File: src/rtl/core/nchr_pkg.sv
`timescale 1ns / 1ps

package nchr_pkg;

  // Default number of held bytes of a candidate reference.
  localparam int PENDING_DEPTH_DEF = 32;

  // Source of the byte loaded into the output register.
  typedef enum logic [1:0] {
    SEL_DIRECT,
    SEL_FLUSH,
    SEL_TAIL,
    SEL_MARK
  } sel_t;

  // Commands from the controller to the datapath.
  typedef struct packed {
    logic       accept;
    logic       load;
    sel_t       sel;
    logic       last;
    logic       text_end;
    logic       rd_en;
    logic [1:0] tail_idx;
  } cmd_t;

  // Status from the datapath to the controller.
  typedef struct packed {
    logic       out_free;
    logic       p_has_flush;
    logic [2:0] p_tail_n;
    logic       p_marker;
    logic       p_fin;
    logic [2:0] q_tail_n;
    logic       q_marker;
    logic       q_fin;
  } sts_t;

endpackage

File: src/rtl/core/nchr_in_if.sv
`timescale 1ns / 1ps

interface nchr_in_if;
  logic       valid;
  logic       ready;
  logic [7:0] in_byte;
  logic       final_byte;

  modport source (output valid, output in_byte, output final_byte, input ready);
  modport sink (input valid, input in_byte, input final_byte, output ready);
endinterface

File: src/rtl/core/nchr_out_if.sv
`timescale 1ns / 1ps

interface nchr_out_if;
  logic       valid;
  logic       ready;
  logic [7:0] out_byte;
  logic       byte_present;
  logic       run_last;
  logic       text_end;

  modport source (output valid, output out_byte, output byte_present,
                  output run_last, output text_end, input ready);
  modport sink (input valid, input out_byte, input byte_present,
                input run_last, input text_end, output ready);
endinterface

File: src/rtl/core/nchr_datapath.sv
`timescale 1ns / 1ps

module nchr_datapath
  import nchr_pkg::*;
#(
  parameter int PENDING_DEPTH = PENDING_DEPTH_DEF
) (
  input  logic                                 clk,
  input  logic                                 rst,
  input  logic [7:0]                           in_byte,
  input  logic                                 final_byte,
  input  cmd_t                                 cmd,
  input  logic [$clog2(PENDING_DEPTH)-1:0]     rd_addr,
  output sts_t                                 sts,
  output logic [$clog2(PENDING_DEPTH+1)-1:0]   flush_cnt,
  nchr_out_if.source                           dout
);

  localparam int CW = $clog2(PENDING_DEPTH + 1);
  localparam int AW = $clog2(PENDING_DEPTH);

  localparam logic [7:0]  CH_AMP   = 8'h26;
  localparam logic [7:0]  CH_HASH  = 8'h23;
  localparam logic [7:0]  CH_SEMI  = 8'h3B;
  localparam logic [7:0]  CH_PLUS  = 8'h2B;
  localparam logic [7:0]  CH_MINUS = 8'h2D;
  localparam logic [7:0]  CH_ZERO  = 8'h30;
  localparam logic [20:0] CP_MAX   = 21'h10FFFF;

  typedef enum logic [3:0] {
    PH_IDLE, PH_AMP, PH_HASH, PH_START, PH_SPACE,
    PH_SIGN, PH_ZERO, PH_PREFIX, PH_DIGITS
  } phase_t;

  typedef enum logic [1:0] {ACT_BUF, ACT_DONE, ACT_FAIL} act_t;

  // Parse state of the candidate reference.
  phase_t          phase;
  logic            hex_mode;
  logic            minus_seen;
  logic [20:0]     value_acc;
  logic            value_overflow;
  logic [CW-1:0]   pending_count;
  logic [7:0]      pending_mem [PENDING_DEPTH];
  logic [7:0]      rd_data;

  // Plan of the accepted word, held while its results drain.
  logic [CW-1:0]   flush_q;
  logic [2:0]      tail_n_q;
  logic [7:0]      tail_q [4];
  logic            fin_q;
  logic            marker_q;

  // Combinational decode of the incoming byte.
  act_t            act;
  phase_t          nx;
  logic            set_hex;
  logic            dig_v;
  logic [3:0]      dig_val;
  logic            is_x;
  logic            is_ws;
  logic [25:0]     mul;
  logic [25:0]     acc_sum;
  logic            drop;
  logic [CW-1:0]   plan_flush;
  logic [2:0]      plan_tail_n;
  logic [7:0]      tail_c [4];
  logic [2:0]      utf_n;
  logic [7:0]      utf_b [4];
  logic            out_free;

  // Character classes and digit value in the current base.
  always_comb begin
    is_x  = (in_byte == 8'h78) || (in_byte == 8'h58);
    is_ws = (in_byte == 8'h20) || ((in_byte >= 8'h09) && (in_byte <= 8'h0D));
    dig_v   = 1'b0;
    dig_val = 4'd0;
    if ((in_byte >= 8'h30) && (in_byte <= 8'h39)) begin
      dig_v   = 1'b1;
      dig_val = 4'(in_byte - 8'h30);
    end else if (hex_mode && (in_byte >= 8'h61) && (in_byte <= 8'h66)) begin
      dig_v   = 1'b1;
      dig_val = 4'(in_byte - 8'h57);
    end else if (hex_mode && (in_byte >= 8'h41) && (in_byte <= 8'h46)) begin
      dig_v   = 1'b1;
      dig_val = 4'(in_byte - 8'h37);
    end
  end

  // Next parse phase for a byte inside a reference; idle counts as a failure
  // with nothing held, which lets the idle case share the failure path.
  always_comb begin
    phase_t eff;
    act     = ACT_FAIL;
    nx      = PH_IDLE;
    set_hex = 1'b0;
    eff     = phase;
    case (phase)
      PH_AMP: begin
        if (in_byte == CH_HASH) begin
          act = ACT_BUF;
          nx  = PH_HASH;
        end
      end
      PH_HASH, PH_START, PH_SPACE, PH_SIGN: begin
        if ((phase == PH_HASH) && is_x) begin
          act     = ACT_BUF;
          nx      = PH_START;
          set_hex = 1'b1;
        end else begin
          if (phase == PH_HASH) eff = PH_START;
          if ((eff == PH_START) && (in_byte == CH_SEMI)) begin
            act = ACT_DONE;
          end else if ((eff != PH_SIGN) && is_ws) begin
            act = ACT_BUF;
            nx  = PH_SPACE;
          end else if ((eff != PH_SIGN) &&
                       ((in_byte == CH_PLUS) || (in_byte == CH_MINUS))) begin
            act = ACT_BUF;
            nx  = PH_SIGN;
          end else if (hex_mode && (in_byte == CH_ZERO)) begin
            act = ACT_BUF;
            nx  = PH_ZERO;
          end else if (dig_v) begin
            act = ACT_BUF;
            nx  = PH_DIGITS;
          end
        end
      end
      PH_ZERO: begin
        if (is_x) begin
          act = ACT_BUF;
          nx  = PH_PREFIX;
        end else if (dig_v) begin
          act = ACT_BUF;
          nx  = PH_DIGITS;
        end else if (in_byte == CH_SEMI) begin
          act = ACT_DONE;
        end
      end
      PH_PREFIX: begin
        if (dig_v) begin
          act = ACT_BUF;
          nx  = PH_DIGITS;
        end
      end
      PH_DIGITS: begin
        if (dig_v) begin
          act = ACT_BUF;
          nx  = PH_DIGITS;
        end else if (in_byte == CH_SEMI) begin
          act = ACT_DONE;
        end
      end
      default: act = ACT_FAIL;
    endcase
    // A full buffer cannot take another byte.
    if ((act == ACT_BUF) && (pending_count >= CW'(PENDING_DEPTH))) act = ACT_FAIL;
  end

  // Value accumulation: times ten or sixteen, plus the digit.
  always_comb begin
    if (hex_mode) begin
      mul = {1'b0, value_acc, 4'b0};
    end else begin
      mul = {2'b0, value_acc, 3'b0} + {4'b0, value_acc, 1'b0};
    end
    acc_sum = mul + {22'b0, dig_val};
  end

  // UTF-8 encoding of the finished code point.
  always_comb begin
    drop  = value_overflow || (minus_seen && (value_acc != 21'd0));
    utf_b[0] = 8'h00;
    utf_b[1] = 8'h00;
    utf_b[2] = 8'h00;
    utf_b[3] = 8'h00;
    if (drop) begin
      utf_n = 3'd0;
    end else if (value_acc <= 21'h7F) begin
      utf_n    = 3'd1;
      utf_b[0] = value_acc[7:0];
    end else if (value_acc <= 21'h7FF) begin
      utf_n    = 3'd2;
      utf_b[0] = 8'hC0 | {3'b0, value_acc[10:6]};
      utf_b[1] = 8'h80 | {2'b0, value_acc[5:0]};
    end else if (value_acc <= 21'hFFFF) begin
      utf_n    = 3'd3;
      utf_b[0] = 8'hE0 | {4'b0, value_acc[15:12]};
      utf_b[1] = 8'h80 | {2'b0, value_acc[11:6]};
      utf_b[2] = 8'h80 | {2'b0, value_acc[5:0]};
    end else begin
      utf_n    = 3'd4;
      utf_b[0] = 8'hF0 | {5'b0, value_acc[20:18]};
      utf_b[1] = 8'h80 | {2'b0, value_acc[17:12]};
      utf_b[2] = 8'h80 | {2'b0, value_acc[11:6]};
      utf_b[3] = 8'h80 | {2'b0, value_acc[5:0]};
    end
  end

  // Results of this word: held bytes first, then a tail of up to four bytes.
  always_comb begin
    plan_flush  = '0;
    plan_tail_n = 3'd0;
    tail_c      = utf_b;
    if (act == ACT_DONE) begin
      plan_tail_n = utf_n;
    end else if ((act == ACT_FAIL) || final_byte) begin
      plan_flush = pending_count;
      tail_c[0]  = in_byte;
      if (final_byte || (in_byte != CH_AMP)) plan_tail_n = 3'd1;
    end
  end

  assign out_free = !dout.valid || dout.ready;

  always_comb begin
    sts.out_free    = out_free;
    sts.p_has_flush = (plan_flush != '0);
    sts.p_tail_n    = plan_tail_n;
    sts.p_marker    = final_byte && (plan_flush == '0) && (plan_tail_n == 3'd0);
    sts.p_fin       = final_byte;
    sts.q_tail_n    = tail_n_q;
    sts.q_marker    = marker_q;
    sts.q_fin       = fin_q;
  end

  assign flush_cnt = flush_q;

  // Parse state update on an accepted word.
  always_ff @(posedge clk) begin
    if (rst) begin
      phase          <= PH_IDLE;
      hex_mode       <= 1'b0;
      minus_seen     <= 1'b0;
      value_acc      <= '0;
      value_overflow <= 1'b0;
      pending_count  <= '0;
    end else if (cmd.accept) begin
      if ((act == ACT_BUF) && !final_byte) begin
        phase         <= nx;
        pending_count <= pending_count + CW'(1);
        if (set_hex) hex_mode <= 1'b1;
        if ((nx == PH_SIGN) && (in_byte == CH_MINUS)) minus_seen <= 1'b1;
        if ((nx == PH_DIGITS) || (nx == PH_ZERO)) begin
          if (value_overflow || (acc_sum > {5'b0, CP_MAX})) begin
            value_overflow <= 1'b1;
          end else begin
            value_acc <= acc_sum[20:0];
          end
        end
      end else begin
        hex_mode       <= 1'b0;
        minus_seen     <= 1'b0;
        value_acc      <= '0;
        value_overflow <= 1'b0;
        if ((act == ACT_FAIL) && !final_byte && (in_byte == CH_AMP)) begin
          phase         <= PH_AMP;
          pending_count <= CW'(1);
        end else begin
          phase         <= PH_IDLE;
          pending_count <= '0;
        end
      end
    end
  end

  // Plan registers for the draining sequence.
  always_ff @(posedge clk) begin
    if (cmd.accept) begin
      flush_q  <= plan_flush;
      tail_n_q <= plan_tail_n;
      tail_q   <= tail_c;
      fin_q    <= final_byte;
      marker_q <= final_byte && (plan_flush == '0) && (plan_tail_n == 3'd0);
    end
  end

  // Pending byte store; a read of entry zero always returns the ampersand.
  always_ff @(posedge clk) begin
    if (cmd.accept && (act == ACT_BUF) && !final_byte) begin
      pending_mem[pending_count[AW-1:0]] <= in_byte;
    end
    if (cmd.rd_en) begin
      rd_data <= (rd_addr == '0) ? CH_AMP : pending_mem[rd_addr];
    end
  end

  // Output register.
  always_ff @(posedge clk) begin
    if (rst) begin
      dout.valid <= 1'b0;
    end else if (cmd.load) begin
      dout.valid <= 1'b1;
    end else if (dout.ready) begin
      dout.valid <= 1'b0;
    end
  end

  always_ff @(posedge clk) begin
    if (cmd.load) begin
      dout.run_last     <= cmd.last;
      dout.text_end     <= cmd.text_end;
      dout.byte_present <= 1'b1;
      case (cmd.sel)
        SEL_DIRECT: dout.out_byte <= tail_c[0];
        SEL_FLUSH:  dout.out_byte <= rd_data;
        SEL_TAIL:   dout.out_byte <= tail_q[cmd.tail_idx];
        default: begin
          dout.out_byte     <= 8'h00;
          dout.byte_present <= 1'b0;
        end
      endcase
    end
  end

endmodule

File: src/rtl/core/nchr_ctrl.sv
`timescale 1ns / 1ps

module nchr_ctrl
  import nchr_pkg::*;
#(
  parameter int PENDING_DEPTH = PENDING_DEPTH_DEF
) (
  input  logic                               clk,
  input  logic                               rst,
  input  logic                               in_valid,
  output logic                               in_ready,
  input  sts_t                               sts,
  input  logic [$clog2(PENDING_DEPTH+1)-1:0] flush_cnt,
  output cmd_t                               cmd,
  output logic [$clog2(PENDING_DEPTH)-1:0]   rd_addr
);

  localparam int CW = $clog2(PENDING_DEPTH + 1);
  localparam int AW = $clog2(PENDING_DEPTH);

  typedef enum logic [2:0] {
    S_ACCEPT,
    S_FL_READ,
    S_FL_SEND,
    S_TAIL,
    S_MARK
  } state_t;

  state_t        state;
  logic [CW-1:0] fidx;
  logic [1:0]    tidx;
  logic [CW-1:0] fidx_inc;
  logic [2:0]    tidx_inc;
  logic          flush_done;
  logic          tail_done;

  assign fidx_inc   = fidx + CW'(1);
  assign tidx_inc   = {1'b0, tidx} + 3'd1;
  assign flush_done = (fidx_inc == flush_cnt);
  assign tail_done  = (tidx_inc == sts.q_tail_n);
  // No word is taken while reset is high.
  assign in_ready   = !rst && (state == S_ACCEPT) && sts.out_free;
  assign rd_addr    = fidx[AW-1:0];

  // Command decode for the current state.
  always_comb begin
    cmd          = '0;
    cmd.sel      = SEL_DIRECT;
    cmd.tail_idx = tidx;
    cmd.accept   = in_valid && in_ready;
    unique case (state)
      S_ACCEPT: begin
        if (cmd.accept && !sts.p_has_flush && (sts.p_tail_n == 3'd1)) begin
          cmd.load     = 1'b1;
          cmd.sel      = SEL_DIRECT;
          cmd.last     = 1'b1;
          cmd.text_end = sts.p_fin;
        end
      end
      S_FL_READ: cmd.rd_en = 1'b1;
      S_FL_SEND: begin
        if (sts.out_free) begin
          cmd.load     = 1'b1;
          cmd.sel      = SEL_FLUSH;
          cmd.last     = flush_done && (sts.q_tail_n == 3'd0);
          cmd.text_end = cmd.last && sts.q_fin;
        end
      end
      S_TAIL: begin
        if (sts.out_free) begin
          cmd.load     = 1'b1;
          cmd.sel      = SEL_TAIL;
          cmd.last     = tail_done;
          cmd.text_end = tail_done && sts.q_fin;
        end
      end
      S_MARK: begin
        if (sts.out_free) begin
          cmd.load     = 1'b1;
          cmd.sel      = SEL_MARK;
          cmd.last     = 1'b1;
          cmd.text_end = 1'b1;
        end
      end
      default: cmd.rd_en = 1'b0;
    endcase
  end

  // Sequencer state and counters.
  always_ff @(posedge clk) begin
    if (rst) begin
      state <= S_ACCEPT;
      fidx  <= '0;
      tidx  <= '0;
    end else begin
      unique case (state)
        S_ACCEPT: begin
          fidx <= '0;
          tidx <= '0;
          if (cmd.accept) begin
            if (sts.p_has_flush) begin
              state <= S_FL_READ;
            end else if (sts.p_tail_n > 3'd1) begin
              state <= S_TAIL;
            end else if (sts.p_marker) begin
              state <= S_MARK;
            end
          end
        end
        S_FL_READ: state <= S_FL_SEND;
        S_FL_SEND: begin
          if (sts.out_free) begin
            fidx <= fidx_inc;
            if (!flush_done) begin
              state <= S_FL_READ;
            end else if (sts.q_tail_n != 3'd0) begin
              state <= S_TAIL;
            end else if (sts.q_marker) begin
              state <= S_MARK;
            end else begin
              state <= S_ACCEPT;
            end
          end
        end
        S_TAIL: begin
          if (sts.out_free) begin
            tidx <= tidx_inc[1:0];
            if (tail_done) state <= S_ACCEPT;
          end
        end
        S_MARK: begin
          if (sts.out_free) state <= S_ACCEPT;
        end
        default: state <= S_ACCEPT;
      endcase
    end
  end

endmodule

File: src/rtl/core/numeric_char_ref_to_utf8.sv
`timescale 1ns / 1ps

// Channel   Role   Word fields
// text      sink   in_byte[7:0], final_byte
// decoded   source out_byte[7:0], byte_present, run_last, text_end
//
// An ordinary byte, or a reference that encodes to one byte, is loaded
// straight into the output register. The UTF-8 bytes of a longer reference
// go out of the output register one word per cycle while it is not stalled.
// Each held byte passed out is first fetched from the pending byte store,
// a registered read. Reset is synchronous; the store is not cleared.
// A stalled output holds its word and the input is not taken meanwhile.

module numeric_char_ref_to_utf8
  import nchr_pkg::*;
#(
  parameter int PENDING_DEPTH = PENDING_DEPTH_DEF
) (
  input  logic       clk,
  input  logic       rst,
  nchr_in_if.sink    text,
  nchr_out_if.source decoded
);

  localparam int CW = $clog2(PENDING_DEPTH + 1);
  localparam int AW = $clog2(PENDING_DEPTH);

  cmd_t          cmd;
  sts_t          sts;
  logic [CW-1:0] flush_cnt;
  logic [AW-1:0] rd_addr;
  logic          in_ready;

  assign text.ready = in_ready;

  nchr_ctrl #(
    .PENDING_DEPTH(PENDING_DEPTH)
  ) u_ctrl (
    .clk       (clk),
    .rst       (rst),
    .in_valid  (text.valid),
    .in_ready  (in_ready),
    .sts       (sts),
    .flush_cnt (flush_cnt),
    .cmd       (cmd),
    .rd_addr   (rd_addr)
  );

  nchr_datapath #(
    .PENDING_DEPTH(PENDING_DEPTH)
  ) u_datapath (
    .clk        (clk),
    .rst        (rst),
    .in_byte    (text.in_byte),
    .final_byte (text.final_byte),
    .cmd        (cmd),
    .rd_addr    (rd_addr),
    .sts        (sts),
    .flush_cnt  (flush_cnt),
    .dout       (decoded)
  );

endmodule

File: src/flat_wrapper.sv
// flat-port wrapper written by rule: the top's interface ports become plain ports
module numeric_char_ref_to_utf8_flat import nchr_pkg::*;
#(
  parameter int PENDING_DEPTH = PENDING_DEPTH_DEF
)
  (clk, rst, text_valid, text_in_byte, text_final_byte, text_ready, decoded_valid, decoded_out_byte, decoded_byte_present, decoded_run_last, decoded_text_end, decoded_ready);
  nchr_in_if text_i ();
  nchr_out_if decoded_i ();
  input  logic clk;
  input  logic rst;
  input wire logic [$bits(text_i.valid)-1:0] text_valid;
  input wire logic [$bits(text_i.in_byte)-1:0] text_in_byte;
  input wire logic [$bits(text_i.final_byte)-1:0] text_final_byte;
  output wire logic [$bits(text_i.ready)-1:0] text_ready;
  output wire logic [$bits(decoded_i.valid)-1:0] decoded_valid;
  output wire logic [$bits(decoded_i.out_byte)-1:0] decoded_out_byte;
  output wire logic [$bits(decoded_i.byte_present)-1:0] decoded_byte_present;
  output wire logic [$bits(decoded_i.run_last)-1:0] decoded_run_last;
  output wire logic [$bits(decoded_i.text_end)-1:0] decoded_text_end;
  input wire logic [$bits(decoded_i.ready)-1:0] decoded_ready;
  assign text_i.valid = text_valid;
  assign text_i.in_byte = text_in_byte;
  assign text_i.final_byte = text_final_byte;
  assign text_ready = text_i.ready;
  assign decoded_valid = decoded_i.valid;
  assign decoded_out_byte = decoded_i.out_byte;
  assign decoded_byte_present = decoded_i.byte_present;
  assign decoded_run_last = decoded_i.run_last;
  assign decoded_text_end = decoded_i.text_end;
  assign decoded_i.ready = decoded_ready;
  numeric_char_ref_to_utf8 #(.PENDING_DEPTH(PENDING_DEPTH)) u_core (.clk(clk), .rst(rst), .text(text_i), .decoded(decoded_i));
endmodule
File: config.mk
export PLATFORM = sky130hd
export DESIGN_NAME = numeric_char_ref_to_utf8_flat
export DESIGN_NICKNAME = d
export VERILOG_FILES = /design/src/rtl/core/nchr_pkg.sv /design/src/rtl/core/nchr_in_if.sv /design/src/rtl/core/nchr_out_if.sv /design/src/rtl/core/nchr_datapath.sv /design/src/rtl/core/nchr_ctrl.sv /design/src/rtl/core/numeric_char_ref_to_utf8.sv /design/src/flat_wrapper.sv
export SDC_FILE = /design/constraint.sdc
export NUM_CORES = 1
export LEC_CHECK = 0
export BUFFER_PORTS_ARGS = -buffer_cell sky130_fd_sc_hd__buf_2
export CAP_MARGIN = 20
export CORE_MARGIN = 10
export CORE_UTILIZATION = 48
export CTS_BUF_LIST = sky130_fd_sc_hd__clkbuf_4
export CTS_CLUSTER_DIAMETER = 150
export DETAILED_ROUTE_END_ITERATION = 7
export GPL_ROUTABILITY_DRIVEN = 0
export PLACE_DENSITY = 0.66
export RECOVER_POWER = 100
export REMOVE_ABC_BUFFERS = 1
export SYNTH_ARGS = -nofsm -noshare
export SYNTH_HDL_FRONTEND = slang
export SYNTH_SLANG_ARGS = --single-unit
File: constraint.sdc
create_clock -name clk -period 4.7 [get_ports clk]
set_input_delay 0.235 -clock clk [delete_from_list [all_inputs] [get_ports clk]]
set_output_delay 0.235 -clock clk [all_outputs]
set_load 0.03 [all_outputs]
==> metrics, run 1 <==
worst path required time 5.35 ns; FP Rows 69; PwrDens 315 nW/µm²; Ys Warns 0; max-cap viol count 2; Mapped Area 17300 µm²; Post-synth EDFFs 315; TritonCTS Buffers 86; Final Cycle Share 95.4%; Post-synth top cells 315 x edfxtp_1, 124 x nor2_1, 87 x mux4_2; Final HPWL DP 28.5 mm; Max Buffers Root-to-Sink 3; register area share after synthesis 60.0%; antenna viol nets, final 0; Power, Total 6.15 mW; DIE HEIGHT 210 µm; critical path endpoint category register; Final WS setup 0.215 ns; # H-tree levels 3; gr ovfl total 0; worst r2r src u_core.u_datapath.value_acc[13]; CP Buf/Inv Count 5; Synth area leader edfxtp_1; DP Cell Count 1794; worst hold slack 0.0687 ns; Final Max Slew Viols 67; syn_area_per_cell 13.6 µm²; asr flop ratio synth 0%; Main synth FF type edfxtp_1; # DRC 0; cell count along the critical path 21; f_max 0.223 GHz; die area 44000 µm²; DR WL/cell 21.6 µm; number of port buffers 25; initial antenna violation count 3; Yosys reg bits 361; Crit Path Max Fanout 10; Synth area leaders edfxtp_1 55%, mux4_2 11%, dfxtp_1 5.3%; CTS tree yes; crit path DAT 5.13 ns; P_leak 6.65 nW; Layout Nets 1478; drt initial violations 1021; setup_tns 0 ns; clock sink total 361; CP Class primary input to register; r2r endpoint u_core.u_datapath.value_acc[19]; final instance area 19500 µm²; final setup vio count 0; slew margin rel. -38.1%; crit-path leading delay family simple AND/OR/NAND/NOR gates; pin count of the biggest net entering global routing 44; Max VDD drop 0.000187 V; RSZ-0062 raised after global routing false; clock root cell clkbuf_4; clock-pin transition on the worst setup and hold timing paths 0.07 ns; Clock Latency Late Sink 0.72 ns; fraction of layout cells with a size suffix above 1 23.0%; critical path's slowest cell or4_4; 1st-pass router iterations 5; initial core utilization 48.6%; status finished with violations; crit-path cells dlygate4sd3_1 > buf_4 > inv_1 > ha_1 > nor3b_1 > nor4_1 > buf_4 > a22o_1 > ha_1 > inv_1 > fa_2 > nor2b_2 > o22ai_2 > or2_2 > a21oi_2 > nand2_1 > or3_4 > or4_1 > a21o_1 > or4_4 > o21ai_0; vias in the first global route 11700; Slew @ Worst Pin 2.07 ns; gr usage total 19.2%; setup slack, reg-to-reg 0.30 ns; count leader, synth edfxtp_1; Vias per Instance 5.96; Max Clock Skew 0.0271 ns; Non-Filler Instances 1955; first-pass GRT wire length 66.8 mm; fin crit period 4.48 ns; Hold Crit Start text_in_byte[7]; Layout area overhead 13.0%; # IOs 26; dpl cell area 18500 µm²; Post-Syn Instances 1271; worst hold path class primary input to register; Worst setup endpoint u_core.u_datapath.value_acc[19]; failing checks capacitance limit, slew limit; width of the die 210 µm; Critical Path Max Stage Delay 0.63 ns; post-CTS setup buffer count 0; Distinct cells, synth 82; final hold vios 0; Critical path origin text_in_byte[0]; top cell type's share of synthesized area 54.7%; Vias 11600; Core Util, Final 54.9%; cells on worst reg2reg path 11; Placeable Area 35600 µm²; final WL 42.2 mm; CP Launch Type primary input; pre-CTS setup slack -0.374 ns
-- state kept, by name, indices dropped and copies added, names as in the netlist --
name / cells
u_core.u_ctrl.tidx: 2
u_core.u_ctrl.fidx: 6
u_core.u_datapath.hex_mode: 1
u_core.u_datapath.tail_n_q: 3
u_core.u_datapath.dout.run_last: 1
u_core.u_datapath.marker_q: 1
u_core.u_datapath.fin_q: 1
u_core.u_datapath.rd_data: 8
u_core.u_datapath.pending_count: 6
u_core.u_datapath.dout.valid: 1
u_core.u_datapath.value_overflow: 1
u_core.u_datapath.dout.out_byte: 8
u_core.u_ctrl.state: 3
u_core.u_datapath.tail_q: 29
u_core.u_datapath.flush_cnt: 6
u_core.u_datapath.dout.text_end: 1
u_core.u_datapath.value_acc: 21
u_core.u_datapath.pending_mem: 256
u_core.u_datapath.phase: 4
u_core.u_datapath.dout.byte_present: 1
u_core.u_datapath.minus_seen: 1
-- kinds of logic (layout without fill, tap and decap cells) --
kind of cell	Yosys count	in the layout	share of synthesized area (%)
xor+xnor	43	43	2.18
mux	104	104	12.3
compound gates	254	254	9.95
buf+inv	110	328	2.51
flops	361	361	60.0
simple gates	363	365	10.3
other cells	0	3	0
fa+ha+maj	36	36	2.69
-- timing repair --
item	CTS	global route
resized for setup	0	12
hold buffers	6	0
hold endpoints to repair	20	0
endpoints found under the setup margin	0	21
-- routing by layer --
layer / GRT usage [%] / up-vias / share of wire (%)
met5: 0 / - / 0.026
li1: - / 5347 / -
met3: 3.22 / 70 / 6.0
met2: 31.5 / 417 / 49
met1: 25.6 / 5810 / 43
met4: 6.30 / 2 / 2.3
-- cells in the final DEF, fill, tap and decap left out, drive strengths merged, types with 7 or more instances in the layout --
cell,count
clkbuf,190
a22oi,12
nor3,17
xor2,18
mux2i,13
a31oi,12
o31ai,7
mux4,87
nand3,37
o211ai,8
or3,11
clkinv,19
o2bb2ai,16
a211oi,11
nor2b,11
o21ai,49
and2,12
a21o,13
o22ai,10
buf,64
xnor2,25
dfxtp,46
nand2,85
nor2,124
or4,8
a21oi,60
nand4,8
nand2b,14
inv,49
nor4,8
edfxtp,315
ha,34
-- power breakdown --
| part | internal, mW | switching, mW | total [mW] |
|---|---|---|---|
| Clock | 1.24 | 1.21 | 2.44 |
| Sequential | 3.51 | 0.0114 | 3.52 |
| Combinational | 0.0497 | 0.139 | 0.189 |
| Total | 4.80 | 1.36 | 6.15 |
-- final cells by class --
type	instances	area, µm²
multi-input cells	802	6540
fillers	3004	16000
inverters	45	169
diodes	3	7.51
flip-flops and latches	361	10400
repair buffers	133	812
clock inverters	23	97.6
well taps	461	577
clock buffers	127	953
-- worst min path at each step --
| stage | slack (ns) | end | depth (start not counted) |
|---|---|---|---|
| after detailed placement | 0.51 | u_core.u_datapath.value_overflow | 2 |
| after global placement | 0.50 | u_core.u_ctrl.fidx[5] | 2 |
| final | 0.07 | u_core.u_datapath.pending_mem[4][7] | 2 |
| after floorplan | 0.30 | u_core.u_ctrl.fidx[1] | 1 |
| after CTS | 0.02 | u_core.u_datapath.pending_mem[2][4] | 2 |
| after global routing | 0.02 | u_core.u_datapath.pending_mem[0][7] | 2 |
-- worst reg2reg max path: stages (launching register included) --
cell	delay, ns
dfxtp_1	0.54
ha_1	0.41
a21o_1	0.24
a2111oi_0	0.58
o311ai_0	0.42
a31oi_1	0.30
xnor2_1	0.15
mux2i_1	0.13
or4_1	0.54
a21o_1	0.22
or4_4	0.63
o21ai_0	0.17
(Power assumes the default switching activity.)
==> run 2: changes to the inputs <==
==> constraint.sdc (replaced) <==
create_clock -name clk -period 4.7 [get_ports clk]
set_input_delay 0.47 -clock clk [delete_from_list [all_inputs] [get_ports clk]]
set_output_delay 0.47 -clock clk [all_outputs]
set_load 0.03 [all_outputs]
==> run 2 against run 1 <==
Net effect:
- the run still ends with capacitance limit, slew limit left
- highest routed layer unchanged
- worst setup slack improved by 0.064 ns
- combinational power barely moved
- cell count is 0.31% higher
- critical path type unchanged
- non-clock buffer count is 3 higher
==> metrics, run 2 (synthesized netlist as in run 1, its figures left out) <==
DR WL/cell 21.5 µm; PwrDens 317 nW/µm²; Critical path origin text_in_byte[4]; f_max 0.226 GHz; worst hold path class primary input to register; clock sink total 361; CP Buf/Inv Count 6; die area 44000 µm²; CP Launch Type primary input; Max Clock Skew 0.0448 ns; width of the die 210 µm; Final HPWL DP 28.5 mm; CP Class primary input to register; setup slack, reg-to-reg 0.28 ns; failing checks capacitance limit, slew limit; antenna viol nets, final 0; worst hold slack 0.156 ns; cell count along the critical path 14; final WL 42.1 mm; final instance area 19500 µm²; most common cell after layout, fill and taps aside edfxtp_1; fin crit period 4.42 ns; max FFs per register 256; Clock Latency Late Sink 0.75 ns; fraction of layout cells with a size suffix above 1 20.9%; gr usage total 19.1%; clock-pin transition on the worst setup and hold timing paths 0.08 ns; Crit Path Max Fanout 36; crit-path cells buf_2 > buf_4 > clkbuf_1 > nor4b_1 > buf_4 > a22oi_1 > o22ai_1 > or4b_2 > a31o_1 > clkbuf_1 > o32ai_1 > nand3_1 > o21ai_0 > buf_2; Final Max Slew Viols 37; initial antenna violation count 2; gr ovfl total 0; FP Rows 69; Worst setup endpoint u_core.u_datapath.dout.out_byte[3]; Vias per Instance 5.85; crit-path leading delay family buffers and inverters; TritonCTS Buffers 87; pin count of the biggest net entering global routing 51; 1st-pass router iterations 7; status finished with violations; initial core utilization 48.6%; Layout area overhead 12.8%; worst r2r src u_core.u_datapath.value_acc[3]; # DRC 0; fillers 2992; most frequent cells in the layout 315 x edfxtp_1, 124 x nor2_1, 119 x clkbuf_4, 87 x mux4_2, 85 x nand2_1; P_leak 6.55 nW; Critical Path Max Stage Delay 1.11 ns; RSZ-0062 raised after global routing false; worst path required time 5.13 ns; crit path DAT 4.85 ns; first-pass GRT wire length 66.2 mm; number of port buffers 25; dpl cell area 18600 µm²; critical path endpoint category register; critical path's slowest cell clkbuf_1; r2r endpoint u_core.u_datapath.value_acc[13]; slew margin rel. -3.53%; Placeable Area 35600 µm²; CTS tree yes; clock root cell clkbuf_4; cells on worst reg2reg path 11; Vias 11500; Max Buffers Root-to-Sink 3; final setup vio count 0; DIE HEIGHT 210 µm; max-cap viol count 1; final hold vios 0; # IOs 26; vias in the first global route 11600; Layout Nets 1481; # H-tree levels 3; Final Cycle Share 94.1%; Slew @ Worst Pin 1.55 ns; Max VDD drop 0.000158 V; drt initial violations 910
run 2: cell types whose count changed in the layout (fill, tap and decap cells not counted), sizes merged, moves of 2 or more:
cell / delta
clkinvlp: +2
inv: -2
clkbuf: -8
buf: +6
clkinv: +13
dlygate4sd3: -4
run 2: per-layer routing:
| metal | GRT usage [%] | routed length, µm |
|---|---|---|
| met5 | 0 | 17 |
| met2 | 31.3 | 20700 |
| met1 | 25.4 | 18100 |
| met4 | 6.20 | 850 |
| met3 | 3.18 | 2470 |
run 2: layout make-up:
cell class                      count  area [µm²]  area share [%]
Inverter                           45         169           0.866
Clock buffer                      118         886            4.54
Sequential cell                   361       10400            53.3
Antenna cell                        2        5.00          0.0257
Clock inverter                     37         190           0.976
Tap cell                          461         577            2.96
Timing Repair Buffer              136         782            4.01
Multi-Input combinational cell    801        6500            33.4
run 2: worst min-delay path by stage:
stage / startpoint / to / slack (ns) / cells past startpoint
after floorplan: u_core.u_datapath.value_overflow / u_core.u_datapath.value_overflow / 0.45 / 2
after global placement: u_core.u_datapath.value_overflow / u_core.u_datapath.value_overflow / 0.49 / 2
after detailed placement: u_core.u_datapath.value_overflow / u_core.u_datapath.value_overflow / 0.50 / 2
after CTS: text_final_byte / u_core.u_datapath.fin_q / 0.01 / 1
after global routing: text_final_byte / u_core.u_datapath.fin_q / 0.12 / 1
final: text_final_byte / u_core.u_datapath.fin_q / 0.16 / 1
run 2: where the power goes:
group	internal (mW)	leakage (nW)	switching [mW]
logic	0.0490	2.70	0.138
clock network	1.23	0.631	1.25
registers	3.51	3.22	0.0113
run 2: per-stage QoR:
step | total power, mW | utilization (%) | std cells | setup WS (ns) | TNS (ns)
floorplan | 3.67 | - | 1206 | -0.426 | -8.62
global placement | 3.78 | 52.2 | 1801 | -0.545 | -11.17
detailed placement | 3.78 | 52.2 | 1801 | -0.584 | -11.89
CTS | 6.25 | 55.3 | 1958 | 0.122 | 0
global route | 6.44 | 54.8 | 1961 | 0.0265 | 0
finish | 6.19 | 54.8 | 1961 | 0.279 | 0
run 2: what timing repair did:
action / CTS / global route
endpoints found under the hold margin: 3 / 0
gates resized for setup: 0 / 5
endpoints found under the setup margin: 0 / 21
setup buffers: 0 / 0
hold buffers: 2 / 0
run 2: worst reg2reg max path: stages (launching register included):
cell       delay, ns
dfxtp_1         0.43
ha_1            0.28
a211oi_2        0.37
o211ai_1        0.34
a31oi_2         0.49
o32a_1          0.23
nand3_1         0.16
or3_1           0.45
or4_1           0.51
a21o_1          0.23
or4_4           0.63
o2bb2ai_1       0.18
